--- config.mk ---
export PLATFORM = sky130hd
export DESIGN_NAME = sync_framed_packet_validator_core
export DESIGN_NICKNAME = d
export VERILOG_FILES = /design/src/hdl/sfpv_pkg.sv /design/src/hdl/sync_framed_packet_validator_core.sv
export SDC_FILE = /design/constraint.sdc
export NUM_CORES = 1
export LEC_CHECK = 0
export ABC_AREA = 1
export BUFFER_PORTS_ARGS = -buffer_cell sky130_fd_sc_hd__buf_2
export CAP_MARGIN = 25
export CORE_AREA = 2 2 99 101
export DETAILED_ROUTE_END_ITERATION = 8
export DIE_AREA = 0 0 101 103
export PLACE_DENSITY = 0.49
export SLEW_MARGIN = 20
export SYNTH_ARGS = -nofsm -noshare
export SYNTH_HDL_FRONTEND = slang
export SYNTH_SLANG_ARGS = --single-unit
--- constraint.sdc ---
create_clock -name clock -period 4.6 [get_ports clock]
set_input_delay 0.92 -clock clock [delete_from_list [all_inputs] [get_ports clock]]
set_output_delay 0.92 -clock clock [all_outputs]
set_load 0.005 [all_outputs]
--- src/hdl/sfpv_pkg.sv ---
// Shared constants for the framed packet validator.
// Used by the core and by its checker; depends on nothing.
package sfpv_pkg;

   localparam logic [7:0] HDR0 = 8'hA5;
   localparam logic [7:0] HDR1 = 8'h5A;

   localparam int PAYLOAD_LEN = 3;
   localparam int PKT_LEN     = PAYLOAD_LEN + 3;
   localparam int BEAT_W      = $clog2(PKT_LEN);

   localparam logic [BEAT_W-1:0] LAST_BEAT = BEAT_W'(PKT_LEN - 1);

endpackage

--- src/hdl/sync_framed_packet_validator_core.sv ---
// Framed packet validator core: header hunt, payload capture and checksum test.
// Depends on sfpv_pkg for the header bytes and packet lengths.
//
// Usage:
// The req channel carries one received byte per beat in req_tdata. The block
// hunts for the header A5 5A, takes three payload bytes and a checksum byte.
// When the checksum equals the 8-bit sum of the payload, the rsp channel
// delivers six beats: A5, 5A, the three payload bytes and the checksum, with
// rsp_tlast high on the sixth. A packet with a bad checksum gives no beats.
// Output: the first response beat is valid in the cycle after the checksum
// beat is accepted; later beats go out one per cycle while rsp_tready is high.
// Throughput: one request beat per cycle but for the stall below. A finished
// packet has its own output buffer, so the next one is parsed while it drains.
// Stall: req_tready drops only when a checksum byte is due while the output
// buffer still holds beats that the receiver has not taken.
// Reset: synchronous, active high; the parser returns to the header hunt and
// the output buffer is emptied.
module sync_framed_packet_validator_core (
   input  logic       clock,
   input  logic       reset,
   input  logic       req_tvalid,
   output logic       req_tready,
   input  logic [7:0] req_tdata,   // [7:0] rx_byte
   output logic       rsp_tvalid,
   input  logic       rsp_tready,
   output logic [7:0] rsp_tdata,   // [7:0] tx_byte
   output logic       rsp_tlast    // last_byte
);

   localparam logic [1:0] PH_HUNT0 = 2'd0;
   localparam logic [1:0] PH_HUNT1 = 2'd1;
   localparam logic [1:0] PH_BODY  = 2'd2;

   localparam logic [1:0] CNT_FULL = 2'(sfpv_pkg::PAYLOAD_LEN);

   logic [1:0] phase_ff, phase_in;
   logic [1:0] count_ff, count_in;
   logic [7:0] store_ff [0:sfpv_pkg::PAYLOAD_LEN-1];
   logic [7:0] pkt_ff [0:sfpv_pkg::PAYLOAD_LEN-1];
   logic [7:0] ck_ff;
   logic       busy_ff, busy_in;
   logic [sfpv_pkg::BEAT_W-1:0] beat_ff, beat_in;

   logic       accept;
   logic       out_take;
   logic       emit_done;
   logic       check_now;
   logic       good;
   logic [7:0] sum;

   assign accept    = req_tvalid && req_tready;
   assign out_take  = busy_ff && rsp_tready;
   assign emit_done = out_take && (beat_ff == sfpv_pkg::LAST_BEAT);
   assign check_now = (phase_ff == PH_BODY) && (count_ff == CNT_FULL);
   assign req_tready = !check_now || !busy_ff || emit_done;
   assign sum  = store_ff[0] + store_ff[1] + store_ff[2];
   assign good = accept && check_now && (sum == req_tdata);

   always_comb begin
      phase_in = phase_ff;
      count_in = count_ff;
      if (accept) begin
         case (phase_ff)
            PH_HUNT1: begin
               if (req_tdata == sfpv_pkg::HDR1) begin
                  count_in = 2'd0;
                  phase_in = PH_BODY;
               end else if (req_tdata == sfpv_pkg::HDR0) begin
                  phase_in = PH_HUNT1;
               end else begin
                  phase_in = PH_HUNT0;
               end
            end
            PH_BODY: begin
               if (count_ff < CNT_FULL) begin
                  count_in = count_ff + 2'd1;
               end else begin
                  count_in = 2'd0;
                  phase_in = PH_HUNT0;
               end
            end
            default: begin
               phase_in = (req_tdata == sfpv_pkg::HDR0) ? PH_HUNT1 : PH_HUNT0;
            end
         endcase
      end
   end

   always_comb begin
      busy_in = busy_ff;
      beat_in = beat_ff;
      if (good) begin
         busy_in = 1'b1;
         beat_in = '0;
      end else if (emit_done) begin
         busy_in = 1'b0;
         beat_in = '0;
      end else if (out_take) begin
         beat_in = beat_ff + 1'b1;
      end
   end

   always_ff @(posedge clock) begin
      if (reset) begin
         phase_ff <= PH_HUNT0;
         count_ff <= 2'd0;
         busy_ff  <= 1'b0;
         beat_ff  <= '0;
      end else begin
         phase_ff <= phase_in;
         count_ff <= count_in;
         busy_ff  <= busy_in;
         beat_ff  <= beat_in;
      end
   end

   always_ff @(posedge clock) begin
      if (accept && (phase_ff == PH_BODY) && (count_ff < CNT_FULL)) begin
         store_ff[count_ff] <= req_tdata;
      end
      if (good) begin
         for (int i = 0; i < sfpv_pkg::PAYLOAD_LEN; i++) begin
            pkt_ff[i] <= store_ff[i];
         end
         ck_ff <= req_tdata;
      end
   end

   always_comb begin
      case (beat_ff)
         3'd0:    rsp_tdata = sfpv_pkg::HDR0;
         3'd1:    rsp_tdata = sfpv_pkg::HDR1;
         3'd2:    rsp_tdata = pkt_ff[0];
         3'd3:    rsp_tdata = pkt_ff[1];
         3'd4:    rsp_tdata = pkt_ff[2];
         default: rsp_tdata = ck_ff;
      endcase
   end

   assign rsp_tvalid = busy_ff;
   assign rsp_tlast  = (beat_ff == sfpv_pkg::LAST_BEAT);

endmodule

-- Yosys cells after proc, flatten, opt, wreduce, memory -nomap -nowiden
Memory sizes are Yosys's and may differ from the RTL's.
Index checks and enable logic that the tools add are counted.
- latch bits: 0
- flip-flop bits (word level): 16
- memories: 2
- logic and storage cells: 57
- output and inout port bits: 11
- bits in writable memories: 48
- bits in read-only memories: 0
- memories (name ; words ; width ; rd ports ; clocked after memory_dff ; wr ports ; RTL line ; text):
    pkt_ff ; 3 ; 8 ; 3 ; 0 ; 3 ; sync_framed_packet_validator_core.sv:39 ; logic [7:0] pkt_ff [0:sfpv_pkg::PAYLOAD_LEN-1];
    store_ff ; 3 ; 8 ; 3 ; 0 ; 1 ; sync_framed_packet_validator_core.sv:38 ; logic [7:0] store_ff [0:sfpv_pkg::PAYLOAD_LEN-1];
- $lt $le $gt $ge: 1
- multiply operators: 0
- bitwise operators: 0
- shift-type cells: 0
- divide/modulo/power cells: 0
- add/sub/neg operators: 4
- reductions and logical operators: 18
- equal/unequal tests: 13
- muxes and demuxes: 14
- operators by type and width (cell ; number):
    8-bit one-hot mux with 5 select lines ; 1
    8-bit adder ; 2
    8-bit by 7-bit equality test with 1-bit output, second input constant ; 1
    8-bit equality test ; 1
    8-bit equality test, second input constant ; 1
    1-bit logical AND ; 8
    2-bit two-way mux ; 4
    2-bit one-hot mux with 2 select lines ; 2
    1-bit two-way mux ; 7
    3-bit by 2-bit equality test with 1-bit output, second input constant ; 2
    3-bit equality test, second input constant ; 2
    2-bit equality test, second input constant ; 2
    2-bit inequality test, second input constant ; 2
    2-bit nonzero test ; 2
    3-bit by 1-bit adder with 3-bit output, second input constant ; 1
    3-bit by 1-bit equality test with 1-bit output, second input constant ; 1
    3-bit logical NOT ; 1
    3-bit AND reduction ; 1
    3-bit OR reduction ; 1
    2-bit by 1-bit adder with 2-bit output, second input constant ; 1
    2-bit by 1-bit equality test with 1-bit output, second input constant ; 1
    1-bit logical NOT ; 2
    1-bit logical OR ; 2
    2-bit less-than comparator, second input constant ; 1
    2-bit AND reduction ; 1

-- Longest topological paths before layout
- depth in word-level cells: 10
- mapped depth: 16
- depth with buffers taken out: 16

-- Least setup slack after synthesis
Ideal clock, no wire load.
- kind: reg2reg
- start: mem store_ff[1][1]
- end: reg ck_ff[0] (enable)
- setup time: 0.387 ns
- cell stages (with the launch flop): 14
- arrival: 2.853 ns
- slack: 1.360 ns
- clock period less this slack: 3.240 ns
- buffers on the path: 0
- cells stage by stage: edfxtp_1 fa_1 ha_1 fa_1 inv_1 nand2_1 nand2_1 nor2_1 nand2_1 nor2_1 nand3_2 nor2_2 nand3_2 inv_1
- RTL lines (item ; RTL line ; text):
    start: declaration ; sync_framed_packet_validator_core.sv:38 ;
    end signal: assignment ; sync_framed_packet_validator_core.sv:125 ; ck_ff <= req_tdata;
    end: declaration ; sync_framed_packet_validator_core.sv:40 ; logic [7:0] ck_ff;

-- Worst setup path in the final report
- start: reg beat_ff[2] (netlist name)
- end: out rsp_tdata[6]
- word-level cells in the longest chain between the ends: 2
- elaborated cells between the ends (all ways): 6
- those cells by class: 4 x eq/ne; 1 x mux; 1 x reduce/logical
- ends and longest elaborated chain (item ; RTL line ; text):
    start: declaration ; sync_framed_packet_validator_core.sv:42 ; logic [sfpv_pkg::BEAT_W-1:0] beat_ff, beat_in;
    start signal: assignment ; sync_framed_packet_validator_core.sv:113 ; beat_ff <= beat_in;
    3-bit equality test, or another cell as far along ; sync_framed_packet_validator_core.sv:130 ; case (beat_ff)
    8-bit one-hot mux with 5 select lines * ; sync_framed_packet_validator_core.sv:130 ;
    end: declaration ; sync_framed_packet_validator_core.sv:26 ; output logic [7:0] rsp_tdata,
Mark *: on every way between the ends. The rest lies on a longest branch, timed or not.

==> impl_metrics.tcl <==
set metrics [dict create \
    path_max_fanout 9 \
    ys_seq_elements 64 \
    post_synth_mux_area_share_pct 0 \
    crit_path_start_kind "flop" \
    htree_levels 3 \
    layout.cells.most_common_list "63 x sky130_fd_sc_hd__nand2_1, 56 x sky130_fd_sc_hd__edfxtp_1, 40 x sky130_fd_sc_hd__inv_1, 26 x sky130_fd_sc_hd__nor2_1, 22 x sky130_fd_sc_hd__buf_2" \
    n_fill_cell 933 \
    clk_path_buf_depth 2 \
    initial_utilization_pct 33.4 \
    cts.repair_timing.setup_buffer_count 0 \
    power_per_cell_area_nw_per_um2 348 \
    synthesized_area_fraction_occupied_by_ao_oa_aoi_and_oai_cells_pct 6.33 \
    seqPwrFrac_pct 50.1 \
    period_needed_ns 3.27 \
    avgViaCountPerCell 4.58 \
    regToRegSetupSlack_ns 1.48 \
    netSwitchingPower_w 0.000258 \
    yosys.area_share.simple_pct 16.0 \
    dpl_cell_area_um2 3410 \
    cp_data_required_time_ns 3.68 \
    yosysWarnings 0 \
    run_status "finished, final reports clean" \
    antenna_found_initial 0 \
    synthToLayoutAreaGrowth_pct 15.2 \
    post_synth.cell_area_avg_um2 11.2 \
    regToRegStartpoint "store_ff[1][1]$_DFFE_PP_" \
    clkLatencyLatePin_ns 0.35 \
    routabilityCongestion 0.750 \
    cts.hold.buffers_added 0 \
    route.vias.total 1984 \
    hold_viol 0 \
    post_synth_inst_count 282 \
    die_area_um2 10400 \
    die-width_um 101 \
    cts_made_buffers 9 \
    power.share.switching_pct 20.3 \
    synthXorXnorAreaFrac_pct 1.94 \
    grt_start_max_net_pins 33 \
    nNetsFinal 351 \
    drc 0 \
    buffer_ports.inserted 22 \
    reg2reg_depth 14 \
    layout_cell_share_with_drive_strength_beyond_1_pct 16.3 \
    worstSetupEndpointType "primary output" \
    syn-num-nets 319 \
    fin_skew_ns 0.00974 \
    p_leak_nw 1.46 \
    firstDrtPassIters 4 \
    clock_tree_from_tritoncts "built" \
    cp_common_cell "sky130_fd_sc_hd__inv_1" \
    grtUsageTotal_pct 13.9 \
    mostFrequentLayoutCell "sky130_fd_sc_hd__nand2_1" \
    power.combinational.fraction_pct 4.4 \
    fin_crit_sh_pct 71.0 \
    main_combinational_cell_family_by_area_after_synthesis "simple AND/OR/NAND/NOR gates" \
    post_synth_design_cell_area_um2 3160 \
    timing.critical_path.buf_inv 3 \
    final-setup-viol-count 0 \
    whs_ns 0.464 \
    final_design_area_no_fill_um2 3640 \
    hpwl_mm 4.76 \
    pin_count 23 \
    core-area_um2 9460 \
    final_cells 433 \
    worst_hold_path_type "reg2reg" \
    chipHeight_um 103 \
    std_cell_rows 36 \
    worst-slew-pin-transition_ns 0.984 \
    finalMaxSlewViolations 0 \
    cts.clk_slew.worst_paths_ns 0.07 \
    cts.sinks 64 \
    irDropWorstVdd_v 0.000160 \
    share_clk_of_total_power_pct 45.5 \
    worst_hold_path.num_cells 0 \
    critPathTopFamily "simple AND/OR/NAND/NOR gates" \
    detail_route.iter0.violations 78 \
    hold_start "store_ff[1][0]$_DFFE_PP_" \
    total_negative_setup_slack_ns 0 \
    slowest_stage "sky130_fd_sc_hd__dfxtp_1" \
    worstPathCellList "inv_1, ha_1, nor4_4, inv_1, nor2_1, a41oi_1, buf_2" \
    slew_headroom_pct 34.2 \
    first_pass_grt_wire_length_mm 10.4 \
    cts_repair_resize_count 0 \
    signal_arrival_time_at_the_worst_endpoint_ns 2.35 \
    diodes_inserted 0 \
    post-place-cells 417 \
    worst-setup-path-type "reg2out" \
    rsz_0062_raised_after_global_routing "false" \
    vias_in_the_first_global_route 2045 \
    globalRoute.totalOverflow 0 \
    post_synth_fa_ha_maj_area_fraction_pct 11.8 \
    maxCapViolCount 0 \
    ant_nets 0 \
    postRouteWirelength_mm 6.35 \
    hold_end "pkt_ff[0][8]$_DFFE_PP_" \
    wire_per_inst_um 14.7 \
    cellInternalPower_w 0.00101 \
    ys_seq_area_share_pct 58.3 \
    critPathMaxStageDelay_ns 0.50 \
    cts_root_buf "sky130_fd_sc_hd__clkbuf_8" \
    maxClockFrequency_mhz 306 \
    ys_types 33 \
    endpoint_of_the_lowest_slack_register_to_register_path "pkt_ff[0][3]$_DFFE_PP_" \
]
-- kinds of logic (layout without fill, tap and decap cells) --
logic type / Yosys count / in the layout
and+or+nand+nor: 111 / 111
DFF: 64 / 64
buffers and inverters: 44 / 81
AOI/OAI and AO/OA: 31 / 31
adders and majority gates: 25 / 25
xor gates and xnor gates: 7 / 7
-- sequential cells by signal, indices dropped and copies added, names as in the netlist --
signal      count
beat_ff         3
store_ff       24
ck_ff           8
pkt_ff         24
phase_ff        2
count_ff        2
rsp_tvalid      1
-- power groups by stage --
stage | Clock [W] | Sequential (W) | Combinational, W
after floorplan | 0 | 0.000647 | 0.0000341
after global placement | 0 | 0.000648 | 0.0000566
after detailed placement | 0 | 0.000648 | 0.0000567
after CTS | 0.000591 | 0.000635 | 0.0000570
after global routing | 0.000619 | 0.000635 | 0.0000658
final | 0.000577 | 0.000635 | 0.0000559
-- cells in the mapped netlist (all sizes together) --
library cell | instances | area [um^2]
nand2 | 67 | 272
edfxtp | 56 | 1680
inv | 41 | 154
nor2 | 28 | 110
ha | 17 | 213
a21oi | 13 | 72.6
nand3 | 11 | 77.6
dfxtp | 8 | 160
fa | 8 | 160
o21ai | 6 | 30.0
xnor2 | 4 | 35.0
a211oi | 3 | 22.5
xor2 | 3 | 26.3
a221oi | 2 | 17.5
a22o | 2 | 17.5
a31oi | 2 | 12.5
a41oi | 2 | 17.5
buf | 2 | 16.3
nor4 | 2 | 27.5
clkinv | 1 | 8.76
nand3b | 1 | 7.51
nand4 | 1 | 6.26
o211a | 1 | 10.0
or2 | 1 | 6.26
-- cell type report --
cell class                      instances  area [um^2]  share of cell area, %
Multi-Input combinational cell        174         1140                   31.3
Clock buffer                           10          128                   3.51
Clock inverter                          6          108                   2.96
Inverter                               42          163                   4.47
Sequential cell                        64         1840                   50.6
Timing Repair Buffer                   23          118                   3.23
Tap cell                              114          143                   3.92
-- layer usage --
layer	routed length (um)	part of all wire, %	vias to the layer above	global-route usage [%]
met1	3030	48	940	17.9
met2	2960	47	30	22.1
met4	117	1.8	0	5.93
met3	249	3.9	8	3.80
met5	0	0	-	0
li1	-	-	1006	-
-- worst register-to-register path, delay by kind of cell (launching register included) --
kind / cells / cell delay (ns)
AND/OR/NAND/NOR: 8 / 0.64
flip-flops: 1 / 0.42
buffers and inverters: 3 / 0.47
adder cells (fa/ha/maj): 3 / 1.24
-- worst max-delay path by stage --
stage	startpoint	end	slack (ns)	cells past startpoint
final	beat_ff[2]$_SDFFE_PP0P_	rsp_tdata[6]	1.33	7
after global routing	beat_ff[2]$_SDFFE_PP0P_	rsp_tdata[6]	1.09	7
after CTS	beat_ff[2]$_SDFFE_PP0P_	rsp_tdata[6]	1.27	7
after detailed placement	store_ff[1][1]$_DFFE_PP_	pkt_ff[0][0]$_DFFE_PP_	1.46	14
after global placement	store_ff[1][1]$_DFFE_PP_	pkt_ff[0][8]$_DFFE_PP_	1.48	14
after floorplan	store_ff[1][1]$_DFFE_PP_	ck_ff[0]$_DFFE_PP_	1.36	13
-- stage by stage --
step	total power [W]	utilization (%)	setup slack, ns
floorplan	0.000681	-	1.36
global placement	0.000704	36.0	1.48
detailed placement	0.000705	36.0	1.46
CTS	0.00128	38.5	1.27
global route	0.00132	38.5	1.09
finish	0.00127	38.5	1.33
(Power assumes the default switching activity.)
